### config.mk
export PLATFORM = sky130hd
export DESIGN_NAME = gis_div
export DESIGN_NICKNAME = d
export VERILOG_FILES = /design/src/rtl/gis_div.sv
export SDC_FILE = /design/constraint.sdc
export NUM_CORES = 1
export LEC_CHECK = 0
export BUFFER_PORTS_ARGS = -buffer_cell sky130_fd_sc_hd__buf_2
export CAP_MARGIN = 20
export CORE_AREA = 2 2 268 217
export CTS_CLUSTER_SIZE = 30
export DETAILED_ROUTE_END_ITERATION = 12
export DIE_AREA = 0 0 270 219
export PLACE_DENSITY = 0.57
export SYNTH_ARGS = -nofsm -noshare
export SYNTH_HDL_FRONTEND = slang
export SYNTH_SLANG_ARGS = --single-unit
### constraint.sdc
create_clock -name clock -period 3.4 [get_ports clock]
set_input_delay 0.68 -clock clock [delete_from_list [all_inputs] [get_ports clock]]
set_output_delay 0.68 -clock clock [all_outputs]
set_load 0.02 [all_outputs]
### src/rtl/gis_div.sv
module gis_div
   #(parameter int NW = 17,
     parameter int DW = 8)
   (input  logic          clock,
    input  logic          en,
    input  logic [NW-1:0] num,
    input  logic [DW-1:0] den,
    output logic [NW-1:0] quo);

   logic [NW-1:0] num_ff [NW];
   logic [NW-1:0] quo_ff [NW];
   logic [DW-1:0] rem_ff [NW];

   for (genvar i = 0; i < NW; i++) begin : g_step
      logic [NW-1:0] num_p;
      logic [NW-1:0] quo_p;
      logic [DW-1:0] rem_p;
      logic [DW:0]   t;
      logic          ge;
      if (i == 0) begin : g_first
         assign num_p = num;
         assign quo_p = '0;
         assign rem_p = '0;
      end else begin : g_next
         assign num_p = num_ff[i-1];
         assign quo_p = quo_ff[i-1];
         assign rem_p = rem_ff[i-1];
      end
      assign t  = {rem_p, num_p[NW-1-i]};
      assign ge = (t >= {1'b0, den});
      always_ff @(posedge clock) begin
         if (en) begin
            num_ff[i] <= num_p;
            quo_ff[i] <= {quo_p[NW-2:0], ge};
            rem_ff[i] <= ge ? DW'(t - {1'b0, den}) : t[DW-1:0];
         end
      end
   end

   assign quo = quo_ff[NW-1];

endmodule

==> impl_table.tex, run 1 <==
\begin{tabular}{lr}
\hline
Metric & Value \\
\hline
\multicolumn{2}{l}{\textbf{Status}} \\
Outcome & finished, final reports clean \\
\multicolumn{2}{l}{\textbf{Final layout}} \\
Area added between synthesis and finish & 15.1\% \\
Final nets & 1662 \\
Post-layout util & 40.0\% \\
Share of layout cells above drive strength 1 & 14.6\% \\
Antenna Cells & 0 \\
\multicolumn{2}{l}{\textbf{Setup path}} \\
Peak fanout along the critical path & 14 \\
Worst reg2reg path startpoint & rem\_ff[0][21] \\
Startpoint class of the critical path & input pin \\
Data arrival, critical path & 2.99 ns \\
Setup slack of the worst register-to-register path & 0.91 ns \\
Depth of the most critical reg-to-reg path & 6 \\
Required time of the critical path & 3.77 ns \\
Classification of the worst setup path & in2reg \\
RR Endpoint & rem\_ff[0][28] \\
Endpoint kind of the worst setup timing path & flop \\
\multicolumn{2}{l}{\textbf{STA}} \\
Final-report max-slew violation count & 0 \\
Unrepaired setup endpoints after global routing & false \\
Smallest hold slack & approximately 0.29 ns \\
Final number of setup-violating endpoints & 0 \\
Maximum clock rate & 0.382 GHz \\
Worst slew margin & 55.2\% \\
Clock skew after layout & around 0.017 ns \\
Count of final hold-check violations & 0 \\
Slew @ Worst Pin & 0.671 ns \\
Final period demand of the worst path & 2.62 ns \\
Total Neg Setup Slack & 0 ns \\
Tcrit/Tclk final & 77.0\% \\
\multicolumn{2}{l}{\textbf{Synthesis}} \\
Synth Instances & around 1400 \\
FFs w/ async S/R, synth & 0\% \\
Main combinational cell family by area after synthesis & compound AO/OA/AOI/OAI gates \\
YS warnings & 0 \\
Mux contribution to synthesized area & 3.80\% \\
Yosys top cell area share & 64.1\% \\
Number of enable-type register cells in the synthesized netlist & 417 \\
Adder and majority gate portion of the synthesized area & under 10\% \\
Compound-gate portion of the synthesized area & 10.4\% \\
Cell Area, Synth & slightly below 20000 um2 \\
Most area-hungry cell type in the Yosys netlist & edfxtp\_1 \\
Area contributors post-synth & edfxtp\_1 (64\%), ha\_1 (8.3\%), mux2\_2 (2.4\%), o21ai\_0 (2.1\%), a21oi\_1 (1.7\%) \\
Basic-gate share of the synthesized area counting and, or, nand and nor cells & 8.12\% \\
Mean cell area of the mapped netlist & roughly 14 um2 \\
Synthesized netlist net count & 1536 \\
Seq cells post-synth & 417 \\
Synthesized-area fraction occupied by xor and xnor cells & 2.02\% \\
Post-synth cell types & 52 \\
Synth Flop Type & edfxtp\_1 \\
Sequential fraction of the synthesis area & $\sim$64\% \\
\multicolumn{2}{l}{\textbf{Power and ir drop}} \\
Reported leakage power & 8.37 nW \\
Post-layout power & about 18 mW \\
Max VDD drop & 0.346 mV \\
Power per unit of standard cell area & around 800 nW/um2 \\
\multicolumn{2}{l}{\textbf{Route}} \\
Routed vias & 11200 \\
Drt wl/cell & between 15 and 20 um \\
Total iterations of the first detailed-routing run & 5 \\
Post-detailed-routing wire length & 36400 um \\
Detailed router's first-iteration violation count & 827 \\
DRC & 0 \\
Final ANT Viol Nets & 0 \\
Average vias per placed instance & a little under 5 \\
\multicolumn{2}{l}{\textbf{GRT}} \\
GRT overflow & 0 \\
Antenna violations before repair & 0 \\
Largest net degree at the start of global routing & between 80 and 90 \\
Wire length of the first global-routing pass & about 59000 um \\
GRT Util Overall & roughly an eighth \\
Number of global-route vias before repair & about 11000 \\
\multicolumn{2}{l}{\textbf{Die}} \\
Die ar. & 59100 um2 \\
Die Wd & 270 um \\
Floorplan core area & 56300 um2 \\
Initial Utilization & 34.7\% \\
Num ports & 44 \\
Number of placement rows & 78 \\
Height of the die & 219 um \\
\multicolumn{2}{l}{\textbf{Clock tree}} \\
Clock latency of the later-clocked register in the worst-skew pair & 0.57 ns \\
Buffer type at the clock tree root & clkbuf\_16 \\
CTS tree & yes \\
H-tree depth & 2 \\
Hold buffer count at cts & 0 \\
\# clock sinks & 417 \\
Clock transition time at the flip-flop clock pins of the worst setup and hold paths & 0.06 ns \\
Number of buffers created by CTS & 45 \\
Post-CTS Setup Inserts & 0 \\
Longest Clk Path Bufs & 3 \\
CTS resizes & 0 \\
\multicolumn{2}{l}{\textbf{Min path}} \\
Hold Crit Start & num[2] \\
Endpoint, Worst Hold & num\_ff[0][2] \\
Type of the worst min-delay path & in2reg \\
Hold depth & 1 \\
\multicolumn{2}{l}{\textbf{Placed design}} \\
Number of I/O port buffers & 43 \\
DPL Wire Length & 23700 um \\
Gp weighted congestion & 0.863 \\
\multicolumn{2}{l}{\textbf{Flow run}} \\
MaxCap Viol Count & 0 \\
\hline
\end{tabular}
==> cell usage in the layout (no fill, tap or decap), types with 16 or more instances in the layout <==
| cell | synthesis | layout |
|---|---|---|
| a21oi_1 | 66 | 66 |
| buf_2 | 0 | 42 |
| buf_4 | 6 | 35 |
| clkbuf_16 | 0 | 47 |
| edfxtp_1 | 417 | 417 |
| ha_1 | 130 | 130 |
| inv_1 | 77 | 77 |
| mux2_2 | 41 | 41 |
| mux2i_1 | 19 | 19 |
| nand2_1 | 86 | 86 |
| nand2b_1 | 28 | 28 |
| nand4_1 | 18 | 18 |
| nor2_1 | 57 | 57 |
| nor2b_1 | 35 | 35 |
| o21a_1 | 26 | 26 |
| o21ai_0 | 81 | 81 |
| xnor2_1 | 29 | 29 |
| xor2_1 | 16 | 16 |
==> how the worst max path moves through the flow <==
stage / startpoint / depth (start not counted) / end
final: den[0] / 9 / rem_ff[0][38]
after global routing: den[0] / 9 / rem_ff[0][38]
after CTS: den[4] / 9 / rem_ff[0][94]
after detailed placement: den[4] / 9 / rem_ff[0][28]
after global placement: den[4] / 9 / rem_ff[0][67]
after floorplan: den[6] / 7 / rem_ff[0][26]
==> metrics by stage <==
step / area, um2 / worst slack, ns / instances
floorplan: 19500 / 0.656 / 1364
global placement: 21100 / 0.288 / 2203
detailed placement: 21100 / 0.245 / 2203
CTS: 22500 / 0.848 / 2284
global route: 22500 / 0.660 / 2284
finish: 22500 / 0.783 / 2284
==> per-layer routing <==
layer,vias to the layer above,wire length [um],track usage [%]
met5,-,0,0
met4,0,927,4.39
met3,75,1470,2.29
met2,217,15300,18.5
met1,5382,18700,18.3
li1,5499,-,-
==> report_power, final <==
part	switching, mW	leakage, nW	internal, mW	total (mW)
clock network	1.98	0.669	2.67	4.65
registers	0.417	4.06	7.00	7.41
logic	3.05	3.65	2.66	5.71
==> cells in the mapped netlist (all sizes together), types with 2 or more instances <==
cell    number
edfxtp     417
ha         130
nand2       86
o21ai       82
inv         77
a21oi       68
nor2        57
mux2        47
nor2b       35
xnor2       29
nand2b      28
o21a        26
a21boi      20
mux2i       19
nand4       18
xor2        16
a21o        15
fa          15
a31oi       14
nand3       14
nor3        14
nor3b       13
nor4        12
o21bai      12
o31ai       12
a211o        9
a211oi       9
a221oi       9
a311o        7
and2         7
and4         7
buf          7
o31a         7
nand3b       6
or2          6
and3         3
a311oi       2
nor4b        2
==> layout make-up <==
type | instances | area, um2
fillers | 5240 | 33800
flip-flops and latches | 417 | 12500
multi-input cells | 862 | 6680
clock buffers | 53 | 1200
well taps | 760 | 951
repair buffers | 87 | 668
inverters | 77 | 289
clock inverters | 28 | 200
==> state kept, by name, indices dropped and copies added (netlist names) <==
| signal | count |
|---|---|
| num_ff | 136 |
| quo_ff | 153 |
| rem_ff | 128 |
==> logic make-up after synthesis <==
group,Yosys count
flops,417
simple gates,309
compound gates,297
fa+ha+maj,145
buf+inv,85
mux,66
xor+xnor,45
==> critical path: stages <==
cell      delay [ns]
buf_2           0.28
buf_4           0.26
ha_1            0.32
fa_1            0.45
nand2b_1        0.18
a21oi_1         0.22
o21ai_0         0.16
nor3b_1         0.17
o31ai_1         0.23
(Power assumes the default switching activity.)
==> run 2: changes to the inputs <==
- PLACE_DENSITY: 0.57 -> 0.59
- clock period: 3.4 -> 2.1 ns (I/O delays scaled with it)
==> run 2 against run 1 <==
  * The flow now finishes with violations (negative setup slack)
  * Core utilization is 8.7 points higher
  * Power increased by 98%
  * Critical path depth is 1 lower
  * Clock skew fell by 0.0015 ns
  * Combinational power increased to 2.6 times the previous value
  * Setup slack got worse by 0.89 ns
  * Register-to-register slack got worse by 1.0 ns
  * Flip-flop and latch count is the same
  * Cell count up 17%
  * Sequential power increased by 65%
  * Via count increased by 14%
==> impl_table.tex, run 2 (same netlist as run 1, synthesis figures left out) <==
\begin{tabular}{lr}
\hline
Metric & Value \\
\hline
\multicolumn{2}{l}{\textbf{Final layout}} \\
Register Area & 12500 um2 (unchanged) \\
Most frequent cells in the layout & edfxtp\_1 (417), buf\_4 (354), nand2\_1 (86) \\
Area added between synthesis and finish & 40.2\% \\
Number of flip-flops under the largest register name & 153 (unchanged) \\
Multi-input combinational cell area & 8200 um2 (+23\%) \\
Fill cell instance count of the final layout & 4763 (-9.1\%) \\
Antenna Cells & 0 (unchanged) \\
Final instance count without filler cells & 2662 (+17\%) \\
Largest registers & quo\_ff: 153 flops, num\_ff: 136 flops, rem\_ff: 128 flops \\
Final nets & 2041 (+23\%) \\
Share of layout cells above drive strength 1 & 41.1\% (+26 points) \\
Largest register by flop count & quo\_ff \\
Post-layout util & 48.7\% (+8.7 points) \\
Most frequent standard cell in the layout excluding fill and tap cells & edfxtp\_1 \\
\multicolumn{2}{l}{\textbf{Status}} \\
Outcome & finished with violations \\
Failing checks & negative setup slack \\
\multicolumn{2}{l}{\textbf{Die}} \\
Height of the die & 219 um (unchanged) \\
Num ports & 44 (unchanged) \\
Initial Utilization & 34.7\% (unchanged) \\
Die Wd & 270 um (unchanged) \\
Number of placement rows & 78 (unchanged) \\
Floorplan core area & 56300 um2 (unchanged) \\
Die ar. & 59100 um2 (unchanged) \\
\multicolumn{2}{l}{\textbf{GRT}} \\
Antenna violations before repair & 0 (unchanged) \\
GRT overflow & 0 (unchanged) \\
Wire length of the first global-routing pass & 65500 um (+11\%) \\
Number of global-route vias before repair & 12500 (+13\%) \\
GRT Util Overall & 13.8\% (+1.3 points) \\
Largest net degree at the start of global routing & 68 (-19\%) \\
\multicolumn{2}{l}{\textbf{Placed design}} \\
Worst slack after detailed placement & -0.715 ns (-0.960 ns) \\
Number of placed instances with taps included & 2480 (+13\%) \\
DPL Wire Length & 28000 um (+18\%) \\
Gp weighted congestion & 0.865 (+0.20\%) \\
Number of I/O port buffers & 43 (unchanged) \\
\multicolumn{2}{l}{\textbf{Setup path}} \\
Critical-path cell list & inv\_2 > ha\_4 > fa\_2 > nor2b\_2 > o31a\_1 > nor4\_1 > a311o\_1 > mux2\_2 \\
Peak fanout along the critical path & 3 (-11) \\
Library cell contributing the largest single delay on the critical path & edfxtp\_1 \\
Startpoint class of the critical path & flop \\
Classification of the worst setup path & reg2reg \\
Endpoint kind of the worst setup timing path & flop \\
Crit-path max cell delay & 0.36 ns (-0.09 ns) \\
Data arrival, critical path & 2.53 ns (-0.46 ns) \\
Required time of the critical path & 2.42 ns (-1.35 ns) \\
\multicolumn{2}{l}{\textbf{Clock tree}} \\
Buffer type at the clock tree root & clkbuf\_16 \\
Clock transition time at the flip-flop clock pins of the worst setup and hold paths & 0.06 ns (about the same) \\
Number of buffers created by CTS & 44 (-2.2\%) \\
\# clock sinks & 417 (unchanged) \\
H-tree depth & 2 (unchanged) \\
Clock latency of the later-clocked register in the worst-skew pair & 0.57 ns (about the same) \\
Longest Clk Path Bufs & 3 (unchanged) \\
CTS tree & yes \\
\multicolumn{2}{l}{\textbf{Flow run}} \\
MaxCap Viol Count & 0 (unchanged) \\
\multicolumn{2}{l}{\textbf{Route}} \\
DRC & 0 (unchanged) \\
Post-detailed-routing wire length & 42600 um (+17\%) \\
Average vias per placed instance & 4.78 (-2.2\%) \\
Drt wl/cell & 16.0 um (+0.57\%) \\
Final ANT Viol Nets & 0 (unchanged) \\
Total iterations of the first detailed-routing run & 4 (-1) \\
Routed vias & 12700 (+14\%) \\
Detailed router's first-iteration violation count & 715 (-14\%) \\
\multicolumn{2}{l}{\textbf{STA}} \\
Slew @ Worst Pin & 0.345 ns (-0.326 ns) \\
Clock skew after layout & 0.0160 ns (-0.00153 ns) \\
Unrepaired setup endpoints after global routing & true \\
Final setup margin & -0.109 ns (-0.892 ns) \\
Final period demand of the worst path & 2.21 ns \\
Worst slew margin & 76.4\% (+21 points) \\
Final number of setup-violating endpoints & 32 (+32) \\
Maximum clock rate & 0.453 GHz \\
Tcrit/Tclk final & 105\% \\
Count of final hold-check violations & 0 (unchanged) \\
Smallest hold slack & 0.0410 ns (-0.250 ns) \\
Final-report max-slew violation count & 0 (unchanged) \\
\multicolumn{2}{l}{\textbf{Min path}} \\
Type of the worst min-delay path & in2reg \\
\multicolumn{2}{l}{\textbf{Power and ir drop}} \\
Max VDD drop & 0.712 mV (+110\%) \\
Post-layout power & 35.2 mW (+98\%) \\
Reported leakage power & 10.6 nW (+27\%) \\
Power per unit of standard cell area & 1280 nW/um2 (+62\%) \\
\hline
\end{tabular}
[run 2: changes by cell type in the layout (fill, tap and decap cells not counted), moves of 18 or more]
| cell | previous run | this run |
|---|---|---|
| inv_1 | 77 | 58 |
| mux2_2 | 41 | 2 |
| buf_6 | 0 | 23 |
| buf_4 | 35 | 354 |
| buf_12 | 9 | 27 |
| ha_4 | 0 | 58 |
| o21ai_0 | 81 | 55 |
| o21ai_1 | 0 | 19 |
| mux2_4 | 6 | 45 |
| ha_1 | 130 | 68 |
| a21oi_1 | 66 | 41 |
[run 2: where the power goes]
group          total (mW)  switching [mW]  internal (mW)
sequential           12.2           0.882           11.3
combinational        14.9            6.41           8.45
clock                8.08            3.28           4.80
total                35.2            10.6           24.6
[run 2: routing by layer]
metal / global-route usage [%] / wire length (um) / vias up
li1: - / - / 6269
met1: 19.1 / 20500 / 6220
met2: 22.0 / 19700 / 180
met3: 2.33 / 1440 / 65
met4: 4.70 / 1020 / 0
met5: 0 / 0 / -
[run 2: stage by stage]
stage	area (um2)	setup TNS (ns)
6_report	27400	-1.10
3_3_place_gp	23500	-64.79
5_1_grt	27400	-3.87
4_1_cts	26100	-1.86
3_5_place_dp	23500	-69.77
2_1_floorplan	19700	-24.69
[run 2: cell type report]
type                    instances  area share (%)
well taps                     760            3.47
inverters                      77            1.16
repair buffers                467            14.3
clock inverters                32            1.33
multi-input cells             862            29.9
flip-flops and latches        417            45.7
clock buffers                  47            4.14
[run 2: timing repair]
action / CTS / global route
gates cloned: 1 / 4
setup buffers: 40 / 44
endpoints found under the setup margin: 73 / 109
pin swaps: 59 / 69
hold endpoints to repair: 15 / 0
gates resized for setup: 134 / 175
hold buffers: 15 / 0
[run 2: worst max-delay path: cells and delay by family (launching register included)]
kind | cells | cell delay (ns)
buffers and inverters | 1 | 0.06
multiplexers | 1 | 0.27
AND/OR/NAND/NOR | 2 | 0.20
AO/OA/AOI/OAI | 2 | 0.54
adder cells (fa/ha/maj) | 2 | 0.53
flip-flops | 1 | 0.36
[run 2: final timing paths]
| check | from | end | slack (ns) | cells past startpoint |
|---|---|---|---|---|
| worst max-delay path | num_ff[0][191] | rem_ff[0][102] | -0.11 | 8 |
| worst min-delay path | num[7] | num_ff[0][7] | 0.04 | 1 |
| worst min register to register | num_ff[0][105] | num_ff[0][122] | 0.41 | 0 |
| worst max register to register | num_ff[0][191] | rem_ff[0][102] | -0.11 | 8 |
==> run 3: changes to the inputs <==
--- a/config.mk
+++ b/config.mk
@@ -12,5 +12,7 @@
 export DETAILED_ROUTE_END_ITERATION = 12
 export DIE_AREA = 0 0 270 219
+export HOLD_SLACK_MARGIN = 0.06
 export PLACE_DENSITY = 0.59
+export SLEW_MARGIN = 40
 export SYNTH_ARGS = -nofsm -noshare
 export SYNTH_HDL_FRONTEND = slang
==> constraint.sdc (replaced) <==
create_clock -name clock -period 2.1 [get_ports clock]
set_input_delay 0.315 -clock clock [delete_from_list [all_inputs] [get_ports clock]]
set_output_delay 0.315 -clock clock [all_outputs]
set_load 0.02 [all_outputs]
==> run 3 against run 2 <==
  * The run still ends with negative setup slack left
  * Sequential share of layout area decreased by 0.28 points
  * Final area increased by 0.61%
  * Via count about the same
  * Critical endpoint is now rem_ff[0][116]
  * Clock skew increased by 0.0077 ns
==> impl_table.tex, run 3 (same netlist as run 1, synthesis figures left out) <==
\begin{tabular}{lr}
\hline
Metric & Value \\
\hline
\multicolumn{2}{l}{\textbf{Route}} \\
DRC & 0 (unchanged) \\
Average vias per placed instance & 4.77 (-0.32\%) \\
Post-detailed-routing wire length & 42000 um (-1.4\%) \\
Detailed router's first-iteration violation count & 666 (-6.9\%) \\
Routed vias & 12700 (+0.055\%) \\
Drt wl/cell & 15.7 um (-1.8\%) \\
Final ANT Viol Nets & 0 (unchanged) \\
Total iterations of the first detailed-routing run & 5 (+1) \\
\multicolumn{2}{l}{\textbf{Final layout}} \\
Largest register by flop count & quo\_ff \\
Post-route cell area & 27600 um2 (+0.61\%) \\
Most frequent standard cell in the layout excluding fill and tap cells & edfxtp\_1 \\
Fill cell instance count of the final layout & 4800 (+0.78\%) \\
Final instance count without filler cells & 2672 (+0.38\%) \\
Area added between synthesis and finish & 41.0\% \\
Share of layout cells above drive strength 1 & 40.7\% (-0.37 points) \\
Largest registers & quo\_ff: 153 flops, num\_ff: 136 flops, rem\_ff: 128 flops \\
Multi-input combinational cell area & 8200 um2 (about the same) \\
Register Area & 12500 um2 (unchanged) \\
Antenna Cells & 0 (unchanged) \\
Final nets & 2048 (+0.34\%) \\
Number of flip-flops under the largest register name & 153 (unchanged) \\
Post-layout util & 49.0\% (+0.30 points) \\
Most frequent cells in the layout & edfxtp\_1 (417), buf\_4 (354), nand2\_1 (86) \\
\multicolumn{2}{l}{\textbf{GRT}} \\
Wire length of the first global-routing pass & 64400 um (-1.7\%) \\
Largest net degree at the start of global routing & 71 (+4.4\%) \\
GRT overflow & 0 (unchanged) \\
Number of global-route vias before repair & 12400 (-0.79\%) \\
GRT Util Overall & 13.5\% (-0.29 points) \\
Antenna violations before repair & 0 (unchanged) \\
\multicolumn{2}{l}{\textbf{Power and ir drop}} \\
Reported leakage power & 10.7 nW (+0.41\%) \\
Power per unit of standard cell area & 1290 nW/um2 (+0.61\%) \\
Max VDD drop & 0.650 mV (-8.7\%) \\
\multicolumn{2}{l}{\textbf{Setup path}} \\
Endpoint kind of the worst setup timing path & flop \\
Data arrival, critical path & 2.50 ns (-0.03 ns) \\
Peak fanout along the critical path & 6 (+3) \\
Startpoint class of the critical path & flop \\
Required time of the critical path & 2.42 ns (about the same) \\
Classification of the worst setup path & reg2reg \\
\multicolumn{2}{l}{\textbf{Die}} \\
Number of placement rows & 78 (unchanged) \\
Height of the die & 219 um (unchanged) \\
Die ar. & 59100 um2 (unchanged) \\
Floorplan core area & 56300 um2 (unchanged) \\
Num ports & 44 (unchanged) \\
Die Wd & 270 um (unchanged) \\
Initial Utilization & 34.7\% (unchanged) \\
\multicolumn{2}{l}{\textbf{Placed design}} \\
Number of I/O port buffers & 43 (unchanged) \\
DPL Wire Length & 26900 um (-4.1\%) \\
Cell area after placement & 23500 um2 (+0.16\%) \\
Gp weighted congestion & 0.832 (-3.7\%) \\
Number of placed instances with taps included & 2478 (-0.081\%) \\
\multicolumn{2}{l}{\textbf{Clock tree}} \\
\# clock sinks & 417 (unchanged) \\
CTS tree & yes \\
H-tree depth & 2 (unchanged) \\
Clock transition time at the flip-flop clock pins of the worst setup and hold paths & 0.06 ns (about the same) \\
Clock latency of the later-clocked register in the worst-skew pair & 0.58 ns (about the same) \\
Buffer type at the clock tree root & clkbuf\_16 \\
Longest Clk Path Bufs & 3 (unchanged) \\
Number of buffers created by CTS & 46 (+4.5\%) \\
\multicolumn{2}{l}{\textbf{STA}} \\
Final period demand of the worst path & 2.18 ns (-0.0282 ns) \\
Unrepaired setup endpoints after global routing & true \\
Tcrit/Tclk final & 104\% (-1.3 points) \\
Maximum clock rate & 0.459 GHz (+1.3\%) \\
Count of final hold-check violations & 0 (unchanged) \\
Worst slew margin & 67.8\% (-8.5 points) \\
Final-report max-slew violation count & 0 (unchanged) \\
Slew @ Worst Pin & 0.477 ns (+0.132 ns) \\
Final number of setup-violating endpoints & 35 (+9.4\%) \\
Final setup margin & -0.0807 ns (+0.0282 ns) \\
Clock skew after layout & 0.0237 ns (+0.00770 ns) \\
\multicolumn{2}{l}{\textbf{Flow run}} \\
MaxCap Viol Count & 0 (unchanged) \\
\multicolumn{2}{l}{\textbf{Status}} \\
Outcome & finished with violations \\
Failing checks & negative setup slack \\
\multicolumn{2}{l}{\textbf{Min path}} \\
Type of the worst min-delay path & in2reg \\
\hline
\end{tabular}
==> run 3: cell count changes in the layout (fill, tap and decap cells not counted), sizes merged <==
cell         change
clkinv           +1
inv              -2
buf              +4
clkbuf           +2
clkinvlp         +4
dlygate4sd3      +1
==> run 3: cell type report <==
| cell class | count | share of cell area [%] |
|---|---|---|
| clock buffers | 49 | 4.29 |
| clock inverters | 35 | 1.41 |
| inverters | 77 | 1.13 |
| multi-input cells | 862 | 29.7 |
| flip-flops and latches | 417 | 45.4 |
| well taps | 760 | 3.45 |
| repair buffers | 472 | 14.6 |
==> run 3: where the power goes <==
group | total [mW] | switching, mW | internal (mW)
logic | 15.1 | 6.42 | 8.64
registers | 12.2 | 0.846 | 11.3
clock network | 8.34 | 3.37 | 4.97
total | 35.6 | 10.6 | 24.9
==> run 3: repair_timing <==
| action | CTS | global route |
|---|---|---|
| hold buffers | 16 | 0 |
| hold endpoints to repair | 16 | 0 |
| gates resized for setup | 120 | 170 |
| pin swaps | 51 | 72 |
| gates cloned | 0 | 3 |
| setup endpoints to repair | 65 | 122 |
| setup buffers | 44 | 51 |
==> run 3: metrics by stage <==
| stage | hold WS, ns | setup WS [ns] | TNS (ns) | total power, mW |
|---|---|---|---|---|
| after CTS | 0.0692 | -0.0824 | -0.920 | 33.9 |
| after global placement | 0.400 | -0.677 | -69.39 | 23.5 |
| after floorplan | 0.400 | -0.246 | -12.91 | 19.0 |
| final | 0.0773 | -0.0807 | -1.10 | 35.6 |
| after detailed placement | 0.405 | -0.707 | -72.11 | 23.7 |
| after global routing | 0.0903 | -0.130 | -4.25 | 37.7 |
==> run 3: path summary, 6_finish.rpt <==
kind	start	endpoint	slack, ns	cells past startpoint
setup / recovery	rem_ff[0][109]	rem_ff[0][116]	-0.08	7
hold / removal	num[16]	rem_ff[0][0]	0.08	3
setup reg to reg	rem_ff[0][109]	rem_ff[0][116]	-0.08	7
hold reg to reg	quo_ff[0][122]	quo_ff[0][140]	0.40	0
==> run 3: per-layer routing <==
| layer | vias up | wire length [um] | GRT usage [%] | part of all wire [%] |
|---|---|---|---|---|
| met1 | 6196 | 20300 | 19.0 | 48 |
| met4 | 0 | 989 | 4.02 | 2.4 |
| met5 | - | 0 | 0 | 0 |
| met3 | 83 | 1360 | 2.24 | 3.2 |
| met2 | 196 | 19300 | 21.5 | 46 |
| li1 | 6266 | - | - | - |
==> run 3: worst max-delay path: stages, from the launching register on <==
cell and delay [ns]:
edfxtp_1 0.43, ha_4 0.26, a21o_1 0.18, o21bai_1 0.16, a21boi_1 0.20, a21boi_4 0.23
buf_12 0.14, mux2_4 0.31
